### src/rtl/kss_pkg.sv
// Shared types, constants, keyword table and character helpers of the keyword scanner.
`timescale 1ns / 1ps
`default_nettype none

package kss_pkg;

    localparam int KW_NUM      = 65;
    localparam int KW_MAX_LEN  = 64;
    localparam int WIN_DEPTH   = KW_MAX_LEN - 1;
    localparam int KW_IDX_W    = 7;
    localparam int CAP_W       = 24;
    localparam int KW_BITS     = 8 * KW_MAX_LEN;

    localparam logic [CAP_W-1:0] CAP_RESET = 24'h80_0000;
    localparam logic [7:0]       SUBST_CHAR = 8'h3F;

    typedef logic [7:0]          t_char;
    typedef logic [KW_IDX_W-1:0] t_kw_idx;
    typedef logic [CAP_W-1:0]    t_cap;
    typedef logic [KW_BITS-1:0]  t_kw_text;

    // One queue entry: up to two characters and the end-of-scan mark.
    typedef struct packed {
        logic  last;
        logic  wide;
        logic  c0_vld;
        t_char c0;
        logic  c1_vld;
        t_char c1;
    } t_entry;

    // Keyword text, right aligned: the last character sits in bits [7:0].
    localparam t_kw_text KW_TEXT [KW_NUM] = '{
        t_kw_text'({"invoke-mimi", "katz"}),
        t_kw_text'("sekurlsa::logonpasswords"),
        t_kw_text'("sekurlsa::wdigest"),
        t_kw_text'("kerberos::ptt"),
        t_kw_text'("kerberos::golden"),
        t_kw_text'("kerberos::silver"),
        t_kw_text'("lsadump::sam"),
        t_kw_text'("lsadump::dcsync"),
        t_kw_text'("privilege::debug"),
        t_kw_text'("token::elevate"),
        t_kw_text'("invoke-shellcode"),
        t_kw_text'("invoke-reflectivepeinjection"),
        t_kw_text'("invoke-bloodhound"),
        t_kw_text'({"powers", "ploit"}),
        t_kw_text'({"power", "up"}),
        t_kw_text'({"power", "view"}),
        t_kw_text'({"sharp", "hound"}),
        t_kw_text'({"am", "sibypass"}),
        t_kw_text'({"am", "siutils"}),
        t_kw_text'({"am", "sicontext"}),
        t_kw_text'("[ref].assembly.gettype"),
        t_kw_text'({"system.management.automation.am", "si"}),
        t_kw_text'("virtualalloc"),
        t_kw_text'("createthread"),
        t_kw_text'("shellcode"),
        t_kw_text'({"meter", "preter"}),
        t_kw_text'({"cobalt", "strike"}),
        t_kw_text'("downloadstring("),
        t_kw_text'("downloaddata("),
        t_kw_text'("net.webclient"),
        t_kw_text'("wscript.shell"),
        t_kw_text'("eval(request"),
        t_kw_text'("eval(request.item"),
        t_kw_text'("execute(request("),
        t_kw_text'("eval request("),
        t_kw_text'("<%eval request"),
        t_kw_text'("response.write(eval("),
        t_kw_text'("gaborone"),
        t_kw_text'("pass="),
        t_kw_text'("javax.crypto.cipher"),
        t_kw_text'("aesencode"),
        t_kw_text'("createaescipher"),
        t_kw_text'({"behin", "der"}),
        t_kw_text'("e45e329feb5d925b"),
        t_kw_text'("javax.crypto.spec.secretkeyspec"),
        t_kw_text'("aes/ecb/pkcs5padding"),
        t_kw_text'("classloader.defineclass"),
        t_kw_text'("assembly.load(convert.frombase64string"),
        t_kw_text'({"ant", "sword"}),
        t_kw_text'("ant_"),
        t_kw_text'("asoutputstream"),
        t_kw_text'({"@eval(base64", "_decode("}),
        t_kw_text'({"assert(base64", "_decode("}),
        t_kw_text'("system.reflection.assembly.load"),
        t_kw_text'("processbuilder("),
        t_kw_text'("runtime.getruntime().exec("),
        t_kw_text'("unsafe.eval("),
        t_kw_text'("frombase64string"),
        t_kw_text'({"thread", "_start(system.delegate"}),
        t_kw_text'("httppostedfile"),
        t_kw_text'({"file_put", "_contents("}),
        t_kw_text'("passthru("),
        t_kw_text'("system("),
        t_kw_text'({"proc", "_open("}),
        t_kw_text'({"pcntl", "_exec("})
    };

    // Number of characters in a keyword: nonzero bytes counted from the low end.
    function automatic int kw_len(input t_kw_text txt);
        int   n;
        logic run;
        n   = 0;
        run = 1'b1;
        for (int i = 0; i < KW_MAX_LEN; i++) begin
            if (run && (txt[8*i +: 8] != 8'h00)) begin
                n++;
            end else begin
                run = 1'b0;
            end
        end
        return n;
    endfunction

    function automatic t_char lower_ascii(input t_char c);
        if ((c >= 8'h41) && (c <= 8'h5A)) begin
            return c + 8'h20;
        end
        return c;
    endfunction

    // UTF-16LE unit to one character: ASCII range lowercased, the rest substituted.
    function automatic t_char unit_char(input t_char lo, input t_char hi);
        if ((hi == 8'h00) && !lo[7]) begin
            return lower_ascii(lo);
        end
        return SUBST_CHAR;
    endfunction

endpackage

`default_nettype wire

### src/rtl/keyword_stream_scanner.sv
// Top level of the keyword stream scanner: front end, entry queue and match engine.
`timescale 1ns / 1ps
`default_nettype none

// Scans the content bytes of one scan for any of 65 fixed keywords. Each input
// transaction carries at most one byte (has_byte) and may close the scan
// (scan_end); only the closing transaction yields a result: detected, the lowest
// index of the keywords seen and whether the content was read as UTF-16LE (byte 1
// of the content zero). Bytes beyond max_content_bytes are ignored; write the cap
// only while the block is idle. Throughput is one input transaction per cycle
// while the queue is not full: the front end decodes a byte per cycle into a
// small queue, and the match engine compares one character per cycle against all
// keywords in parallel unless a finished result is held up by a blocked output.
// The one exception is the second byte of a narrow scan, which releases two
// characters that the match engine takes in two steps; the queue absorbs it. A
// result passes from the queue through the compare register and the final flag
// register into the output register, behind any entries still queued ahead of its
// closing transaction, and the output register lets input continue while it waits.
module keyword_stream_scanner #(
    parameter int QUEUE_DEPTH = 4
) (
    input  wire logic              i_clk,
    input  wire logic              i_rst_n,
    input  wire logic              i_cfg_we,
    input  wire kss_pkg::t_cap     i_cfg_data,
    input  wire logic              i_valid,
    output logic                   o_ready,
    input  wire kss_pkg::t_char    i_data_byte,
    input  wire logic              i_has_byte,
    input  wire logic              i_scan_end,
    output logic                   o_valid,
    input  wire logic              i_ready,
    output logic                   o_detected,
    output kss_pkg::t_kw_idx       o_keyword_index,
    output logic                   o_wide_content
);
    import kss_pkg::*;

    logic   w_push;
    t_entry w_entry;
    logic   w_q_full;
    logic   w_q_valid;
    t_entry w_q_head;
    logic   w_q_pop;

    // Front end: cap, pair assembly and lowercasing.
    kss_front u_front (
        .i_clk       (i_clk),
        .i_rst_n     (i_rst_n),
        .i_cfg_we    (i_cfg_we),
        .i_cfg_data  (i_cfg_data),
        .i_valid     (i_valid),
        .o_ready     (o_ready),
        .i_data_byte (i_data_byte),
        .i_has_byte  (i_has_byte),
        .i_scan_end  (i_scan_end),
        .i_q_full    (w_q_full),
        .o_push      (w_push),
        .o_entry     (w_entry)
    );

    // Decouple decode from matching so either side can stall alone.
    kss_queue #(
        .DEPTH (QUEUE_DEPTH)
    ) u_queue (
        .i_clk   (i_clk),
        .i_rst_n (i_rst_n),
        .i_push  (w_push),
        .i_entry (w_entry),
        .o_full  (w_q_full),
        .i_pop   (w_q_pop),
        .o_valid (w_q_valid),
        .o_head  (w_q_head)
    );

    // Match engine and result transaction.
    kss_back u_back (
        .i_clk           (i_clk),
        .i_rst_n         (i_rst_n),
        .i_q_valid       (w_q_valid),
        .i_q_head        (w_q_head),
        .o_q_pop         (w_q_pop),
        .o_valid         (o_valid),
        .i_ready         (i_ready),
        .o_detected      (o_detected),
        .o_keyword_index (o_keyword_index),
        .o_wide_content  (o_wide_content)
    );

endmodule

`default_nettype wire

### src/rtl/kss_front.sv
// Front end: accepts input transactions, applies the byte cap, decodes narrow or wide content.
`timescale 1ns / 1ps
`default_nettype none

module kss_front (
    input  wire logic             i_clk,
    input  wire logic             i_rst_n,
    input  wire logic             i_cfg_we,
    input  wire kss_pkg::t_cap    i_cfg_data,
    input  wire logic             i_valid,
    output logic                  o_ready,
    input  wire kss_pkg::t_char   i_data_byte,
    input  wire logic             i_has_byte,
    input  wire logic             i_scan_end,
    input  wire logic             i_q_full,
    output logic                  o_push,
    output kss_pkg::t_entry       o_entry
);
    import kss_pkg::*;

    t_cap  r_cap;
    t_cap  r_count, n_count;
    t_char r_held, n_held;
    logic  r_wide, n_wide;
    logic  r_pair, n_pair;
    logic  w_take;
    t_entry w_entry;

    assign o_ready = !i_q_full;
    assign o_push  = i_valid && !i_q_full;
    assign o_entry = w_entry;
    assign w_take  = i_has_byte && (r_count < r_cap);

    always_comb begin
        n_count = r_count;
        n_held  = r_held;
        n_wide  = r_wide;
        n_pair  = r_pair;
        w_entry = '0;
        if (w_take) begin
            priority if (r_count == '0) begin
                n_held = i_data_byte;
            end else if (r_count == t_cap'(1)) begin
                if (i_data_byte == 8'h00) begin
                    n_wide         = 1'b1;
                    n_pair         = 1'b0;
                    w_entry.c0_vld = 1'b1;
                    w_entry.c0     = unit_char(r_held, i_data_byte);
                end else begin
                    w_entry.c0_vld = 1'b1;
                    w_entry.c0     = lower_ascii(r_held);
                    w_entry.c1_vld = 1'b1;
                    w_entry.c1     = lower_ascii(i_data_byte);
                end
            end else if (r_wide) begin
                if (r_pair) begin
                    n_pair         = 1'b0;
                    w_entry.c0_vld = 1'b1;
                    w_entry.c0     = unit_char(r_held, i_data_byte);
                end else begin
                    n_held = i_data_byte;
                    n_pair = 1'b1;
                end
            end else begin
                w_entry.c0_vld = 1'b1;
                w_entry.c0     = lower_ascii(i_data_byte);
            end
            n_count = r_count + t_cap'(1);
        end
        if (i_scan_end) begin
            // A single byte scan is narrow: emit the held byte now.
            if (n_count == t_cap'(1)) begin
                w_entry.c0_vld = 1'b1;
                w_entry.c0     = lower_ascii(n_held);
            end
            w_entry.last = 1'b1;
            w_entry.wide = n_wide;
            n_count      = '0;
            n_held       = '0;
            n_wide       = 1'b0;
            n_pair       = 1'b0;
        end
    end

    always_ff @(posedge i_clk) begin
        if (!i_rst_n) begin
            r_cap   <= CAP_RESET;
            r_count <= '0;
            r_held  <= '0;
            r_wide  <= 1'b0;
            r_pair  <= 1'b0;
        end else begin
            if (i_cfg_we) begin
                r_cap <= i_cfg_data;
            end
            if (o_push) begin
                r_count <= n_count;
                r_held  <= n_held;
                r_wide  <= n_wide;
                r_pair  <= n_pair;
            end
        end
    end

endmodule

`default_nettype wire

### src/rtl/kss_queue.sv
// Short FIFO of decoded entries between the front end and the match engine.
`timescale 1ns / 1ps
`default_nettype none

module kss_queue #(
    parameter int DEPTH = 4
) (
    input  wire logic             i_clk,
    input  wire logic             i_rst_n,
    input  wire logic             i_push,
    input  wire kss_pkg::t_entry  i_entry,
    output logic                  o_full,
    input  wire logic             i_pop,
    output logic                  o_valid,
    output kss_pkg::t_entry       o_head
);
    import kss_pkg::*;

    localparam int PTR_W = (DEPTH > 1) ? $clog2(DEPTH) : 1;
    localparam int CNT_W = $clog2(DEPTH + 1);

    t_entry             r_mem [DEPTH];
    logic [PTR_W-1:0]   r_wr_ptr;
    logic [PTR_W-1:0]   r_rd_ptr;
    logic [CNT_W-1:0]   r_count;

    assign o_full  = (r_count == CNT_W'(DEPTH));
    assign o_valid = (r_count != '0);
    assign o_head  = r_mem[r_rd_ptr];

    function automatic logic [PTR_W-1:0] ptr_inc(input logic [PTR_W-1:0] p);
        if (p == PTR_W'(DEPTH - 1)) begin
            return '0;
        end
        return p + PTR_W'(1);
    endfunction

    always_ff @(posedge i_clk) begin
        if (i_push) begin
            r_mem[r_wr_ptr] <= i_entry;
        end
    end

    always_ff @(posedge i_clk) begin
        if (!i_rst_n) begin
            r_wr_ptr <= '0;
            r_rd_ptr <= '0;
            r_count  <= '0;
        end else begin
            if (i_push) begin
                r_wr_ptr <= ptr_inc(r_wr_ptr);
            end
            if (i_pop) begin
                r_rd_ptr <= ptr_inc(r_rd_ptr);
            end
            unique case ({i_push, i_pop})
                2'b10:   r_count <= r_count + CNT_W'(1);
                2'b01:   r_count <= r_count - CNT_W'(1);
                default: r_count <= r_count;
            endcase
        end
    end

endmodule

`default_nettype wire

### src/rtl/kss_back.sv
// Match engine: character window, parallel keyword compare, hit flags and result register.
`timescale 1ns / 1ps
`default_nettype none

module kss_back (
    input  wire logic             i_clk,
    input  wire logic             i_rst_n,
    input  wire logic             i_q_valid,
    input  wire kss_pkg::t_entry  i_q_head,
    output logic                  o_q_pop,
    output logic                  o_valid,
    input  wire logic             i_ready,
    output logic                  o_detected,
    output kss_pkg::t_kw_idx      o_keyword_index,
    output logic                  o_wide_content
);
    import kss_pkg::*;

    // Window: r_win[0] is the newest character.
    t_char              r_win [WIN_DEPTH];
    t_char              w_cand [KW_MAX_LEN];
    wire [KW_NUM-1:0]   w_hit;

    logic               r_sub;
    logic               w_cur_vld;
    t_char              w_cur_ch;
    logic               w_pop_now;
    logic               w_step;
    logic               w_end_now;
    logic               w_advance;

    logic               r_s1_valid;
    logic               r_s1_end;
    logic               r_s1_wide;
    logic [KW_NUM-1:0]  r_s1_hits;

    logic [KW_NUM-1:0]  r_flags;
    logic [KW_NUM-1:0]  r_final;
    logic               r_fin_valid;
    logic               r_fin_wide;

    logic               r_out_valid;
    logic               r_out_det;
    t_kw_idx            r_out_idx;
    logic               r_out_wide;
    t_kw_idx            w_first_idx;

    // Hold the whole pipe only when a result is ready and the output is blocked.
    assign w_advance = !(r_fin_valid && r_out_valid && !i_ready);

    // An entry with two characters takes two steps; the second pops it.
    always_comb begin
        if (r_sub) begin
            w_cur_vld = i_q_head.c1_vld;
            w_cur_ch  = i_q_head.c1;
            w_pop_now = 1'b1;
        end else begin
            w_cur_vld = i_q_head.c0_vld;
            w_cur_ch  = i_q_head.c0;
            w_pop_now = !i_q_head.c1_vld;
        end
    end

    assign w_step    = w_advance && i_q_valid;
    assign o_q_pop   = w_step && w_pop_now;
    assign w_end_now = w_pop_now && i_q_head.last;

    always_comb begin
        w_cand[0] = w_cur_ch;
        for (int j = 1; j < KW_MAX_LEN; j++) begin
            w_cand[j] = r_win[j-1];
        end
    end

    for (genvar k = 0; k < KW_NUM; k++) begin : g_kw
        localparam int LEN = kw_len(KW_TEXT[k]);
        logic w_match;
        always_comb begin
            w_match = w_cur_vld && (LEN > 0);
            for (int j = 0; j < LEN; j++) begin
                if (w_cand[j] != KW_TEXT[k][8*j +: 8]) begin
                    w_match = 1'b0;
                end
            end
        end
        assign w_hit[k] = w_match;
    end

    always_comb begin
        w_first_idx = '0;
        for (int k = KW_NUM - 1; k >= 0; k--) begin
            if (r_final[k]) begin
                w_first_idx = t_kw_idx'(k);
            end
        end
    end

    always_ff @(posedge i_clk) begin
        if (!i_rst_n) begin
            r_sub       <= 1'b0;
            r_win       <= '{default: '0};
            r_s1_valid  <= 1'b0;
            r_s1_end    <= 1'b0;
            r_s1_wide   <= 1'b0;
            r_s1_hits   <= '0;
            r_flags     <= '0;
            r_final     <= '0;
            r_fin_valid <= 1'b0;
            r_fin_wide  <= 1'b0;
            r_out_valid <= 1'b0;
            r_out_det   <= 1'b0;
            r_out_idx   <= '0;
            r_out_wide  <= 1'b0;
        end else begin
            if (w_step) begin
                r_sub <= !w_pop_now;
                if (w_end_now) begin
                    r_win <= '{default: '0};
                end else if (w_cur_vld) begin
                    for (int i = WIN_DEPTH - 1; i > 0; i--) begin
                        r_win[i] <= r_win[i-1];
                    end
                    r_win[0] <= w_cur_ch;
                end
            end
            if (w_advance) begin
                r_s1_valid <= i_q_valid;
                r_s1_end   <= i_q_valid && w_end_now;
                r_s1_wide  <= i_q_head.wide;
                r_s1_hits  <= i_q_valid ? w_hit : '0;

                r_fin_valid <= r_s1_valid && r_s1_end;
                r_fin_wide  <= r_s1_wide;
                if (r_s1_valid) begin
                    if (r_s1_end) begin
                        r_final <= r_flags | r_s1_hits;
                        r_flags <= '0;
                    end else begin
                        r_flags <= r_flags | r_s1_hits;
                    end
                end
            end
            if (r_fin_valid && w_advance) begin
                r_out_valid <= 1'b1;
                r_out_det   <= |r_final;
                r_out_idx   <= w_first_idx;
                r_out_wide  <= r_fin_wide;
            end else if (i_ready) begin
                r_out_valid <= 1'b0;
            end
        end
    end

    assign o_valid         = r_out_valid;
    assign o_detected      = r_out_det;
    assign o_keyword_index = r_out_idx;
    assign o_wide_content  = r_out_wide;

endmodule

`default_nettype wire
### config.mk
export PLATFORM = sky130hd
export DESIGN_NAME = keyword_stream_scanner
export DESIGN_NICKNAME = d
export VERILOG_FILES = /design/src/rtl/kss_pkg.sv /design/src/rtl/keyword_stream_scanner.sv /design/src/rtl/kss_front.sv /design/src/rtl/kss_queue.sv /design/src/rtl/kss_back.sv
export SDC_FILE = /design/constraint.sdc
export NUM_CORES = 2
export LEC_CHECK = 0
export BUFFER_PORTS_ARGS = -buffer_cell sky130_fd_sc_hd__buf_2
export CAP_MARGIN = 20
export CORE_AREA = 4 4 318 320
export CTS_CLUSTER_SIZE = 24
export DETAILED_ROUTE_END_ITERATION = 12
export DIE_AREA = 0 0 322 324
export PLACE_DENSITY = 0.46
export SYNTH_ARGS = -nofsm -noshare
export SYNTH_HDL_FRONTEND = slang
export SYNTH_SLANG_ARGS = --single-unit
### constraint.sdc
create_clock -name i_clk -period 3.9 [get_ports i_clk]
set_clock_uncertainty 0.05 [all_clocks]
set_input_delay 0.39 -clock i_clk [delete_from_list [all_inputs] [get_ports i_clk]]
set_output_delay 0.39 -clock i_clk [all_outputs]
set_load 0.005 [all_outputs]
==> metrics list <==
- Fraction of layout instances using a drive strength above 1: 15.5%
* Synthesized area per cell: 8.28 µm²
* Number of design-rule violations left by the first detailed-router iteration: 3627
* Sink count of the clock tree: 654
* Number of antenna violations at the first check in global routing: 12
* Dominant cells by area after synthesis: dfxtp_1 37%, nor2_1 8.5%, edfxtp_1 7.7%
- Residual antenna-violating net count after detailed routing: 0
- After synthesis, the largest family of logic cells by area is simple AND/OR/NAND/NOR gates.
- Post-synthesis cell area: 31200 µm²
- Counting every net in the synthesized netlist gives 3839.
- Overall track demand over capacity in global routing: 30.7%
* Peak supply drop: 0.773 mV
* Initial Utilization: 31.8%
- Most common cell type on the critical path: buf_4
- The area growth from synthesis to layout is 22.2%.
* Crit-path max FO: 14
- Mux share of post-synthesis cell area: 3.47%
- By startpoint and endpoint, the worst setup path is classified as reg2reg.
- Core area: 98100 µm²
- In the routed layout, each cell is associated on average with a via count of 5.89.
* Endpoint class of the critical path: flop
- Counting along the longest clock path gives a buffer depth of 3.
- The netlist uses 82 different library cells.
- The total overflow left after global routing is 0.
* DRC violations left: 0
- At the worst endpoint, the arrival time is 4350 ps.
* Cell at the root of the clock tree: clkbuf_16
- Dpl ws: -192 ps
* Clock slew at the register clock pins of the worst setup and hold paths: 60 ps
* CTS H-tree lvls: 3
* Slew Limit Headroom: 20.8%
* Area leader, netlist: dfxtp_1
- Buffers inserted during clock tree synthesis total 76.
- Launch instance of the worst min-delay path: i_data_byte[4]
- Counting flops with a built-in enable in the synthesized netlist gives 80.
* Final estimated routing congestion in global placement: 1.07
- Setup slack, reg-to-reg: 80 ps
- Simple-Gate Fraction of Synth Area: 32.7%
* Maximum cell stage delay along the critical path: 780 ps
- Leaving out fill and tap cells, the most frequent cell in the layout is nor2_1.
- Port buffering added 49 buffers.
- Destination of the worst register-to-register timing path: u_back.r_s1_hits[37]
- The number of global-route vias before repair was 30.1k.
* Final sum of negative setup slack: 0 ps
- Total number of yosys warnings: 0
- The first global-routing pass estimated 231000 µm of wire.
- Post-synth top flop: dfxtp_1
- Fraction of synthesized cell area in xor and xnor cells: 0.309%
* Maximum achievable frequency: 262 MHz
- Slew @ Worst Pin: 1190 ps
- Post-synthesis instance total: 3764
* Routed wirelength normalized by instance count: 30.4 µm
- The synthesized netlist devotes 13.7% of its cell area to compound gates.
* Worst hold path depth: 3
- Result of the run: finished clean
- Summing the sequential cell areas from Yosys gives 44.6% of the chip area.
- Estimated wirelength of the detail-placed design: 128000 µm
- Startpoint type of the worst setup path: flop
- Setup repair after global routing left no endpoint under its margin.
* Total of endpoints with negative setup slack in the final report: 0
- Fraction of synthesized cell area taken by the top area cell type: 36.8%
- Summed over all cells, the static leakage comes to 13.2 nW.
- Max-cap viol count: 0
- Commonest cells after routing, fill and taps aside: 708 x nor2_1, 574 x dfxtp_1, 358 x buf_4
* Worst setup margin: 79.2 ps
- Data required time at the worst endpoint: 4430 ps
- 50 I/O pins were placed.
- Number of rows created at floorplan: 115
- Synth Register Bits: 654
- TritonCTS built the clock tree.
- In the synthesized netlist the async set-or-reset flop fraction comes to 0%.
- Final wirelength: 164000 µm
* NumNets Final: 4116
- Final cycle utilization of the critical path: 98.0%
- Share of synthesized cell area in full adder, half adder and majority cells: 1.47%
* Cell type of the slowest stage on the worst timing path: or4_1
- Areal power density over the cells: 502 nW/µm²
* Worst-case hold path end point: u_front.r_held[4]
* Area of the die: 104000 µm²
- Clock latency reported for the late side of the worst-skew pair: 670 ps
* Reg-to-reg critical path startpoint: u_back.o_valid
* Worst min path class: in2reg
- Entering global routing, the biggest net connects 232 pins.
* Min Clock Period, post-route: 3820 ps
- Before antenna repair, the detailed router went through 7 iterations.
- Buffer and inverter count on the worst path: 2
- For the worst flop-to-flop path, the logic depth is 11.
- Cell-by-cell listing of the critical path: nor2b_1 > and2_2 > or2_2 > or4_1 > nor3_1 > buf_4 > nand3_1 > nor4_2 > buf_4 > a21oi_1 > nor2_1
- The die is 322 µm wide.
- The die is 324 µm tall.
- The final hold violation count came to 0.
- Final Slew Violations: 0
* Crit-path leading delay family: simple AND/OR/NAND/NOR gates
- The detailed router placed 31.8k vias in this run.
-- cells in the mapped netlist (all sizes together) (7+ instances only) --
cell and count:
inv 61, edfxtp 80, buf 22, mux4 20, nor3b 18, nand4 139, nor4bb 11, or2 18
nor2 710, a211oi 17, nor2b 59, nor4 130, clkbuf 229, nand2b 58, dfxtp 574, xnor2 8
a22oi 312, and2 11, or3 23, nand3b 29, nor3 263, nand4b 29, nand2 260, and4 7
o21ai 48, o31ai 7, a31oi 11, and3 41, ha 35, mux2 9, a21oi 186, or4 35
mux2i 50, nor4b 24, nand3 143, a21o 8
-- repair_timing --
action	4_1_cts	5_1_grt
gates resized for setup	3	22
hold buffers	32	0
buffers inserted	0	2
hold endpoints to repair	32	0
endpoints found under the setup margin	17	36
pin swaps	0	3
-- per-layer routing --
| layer | vias to the layer above | track usage [%] | share of wire, % | wire length, µm |
|---|---|---|---|---|
| li1 | 14400 | - | - | - |
| met1 | 15800 | 42.8 | 45 | 73000 |
| met4 | 4 | 15.9 | 5.9 | 9750 |
| met5 | - | 0 | 0.014 | 23 |
| met2 | 1301 | 45.9 | 43 | 69700 |
| met3 | 344 | 4.85 | 6.9 | 11400 |
-- layout make-up --
type | instances | area (µm²)
fill | 10200 | 60000
multi-input combinational | 2798 | 16300
sequential | 654 | 13900
timing repair buffer | 450 | 3460
clock buffer | 105 | 2220
tap | 1287 | 1610
clock inverter | 32 | 359
inverter | 61 | 236
antenna | 4 | 10.0
-- logic make-up after synthesis --
kind of cell / count (synthesis)
buffers and inverters: 312
xor gates and xnor gates: 11
muxes: 79
and+or+nand+nor: 2034
adders and majority gates: 36
DFF: 654
AOI/OAI and AO/OA: 638
-- per-stage QoR --
step,cell area (µm²),total power [W],utilization (%),std cells,hold slack [ps]
floorplan,31200,0.0101,-,3764,382
global placement,35000,0.0119,35.7,5215,397
detailed placement,35000,0.0118,35.7,5216,397
CTS,38000,0.0193,38.7,5385,2.38
global route,38100,0.0199,38.8,5387,50.7
finish,38100,0.0191,38.8,5391,45.9
-- worst max path at each step --
stage / from / end / slack, ps / cells past startpoint
after floorplan: u_front.r_cap[5] / u_queue.r_mem[0][10] / 430 / 12
after global placement: i_ready / u_back.r_s1_hits[37] / -180 / 12
after detailed placement: i_ready / u_back.r_s1_hits[37] / -190 / 12
after CTS: u_front.r_cap[5] / u_queue.r_mem[3][9] / 30 / 12
after global routing: flop / u_back.r_s1_hits[9] / 1 / 13
final: u_back.o_valid / u_back.r_s1_hits[37] / 80 / 11
-- state kept, by name, summed over array words and instances (netlist names), 2 cells and up, named ones only --
signal,cells
u_front.r_held,8
u_back.r_win,296
u_queue.r_mem,80
u_queue.r_wr_ptr,2
u_back.r_s1_hits,65
u_back.r_flags,65
u_front.r_cap,24
u_back.r_final,65
u_back.o_keyword_index,7
u_front.r_count,24
u_queue.r_rd_ptr,2
u_queue.r_count,3
-- where the power goes --
group	switching [W]	internal (W)
Clock	0.00302	0.00435
Combinational	0.00331	0.00117
Sequential	0.000194	0.00706
Total	0.00653	0.0126
-- worst register-to-register path, cell delays in order, from the launching register on --
cell,delay [ps]
dfxtp_1,300
nor2b_1,150
and2_2,220
or2_2,570
or4_1,790
nor3_1,630
buf_4,220
nand3_1,90
nor4_2,380
buf_4,210
a21oi_1,40
nor2_1,100
(Power assumes the default switching activity.)
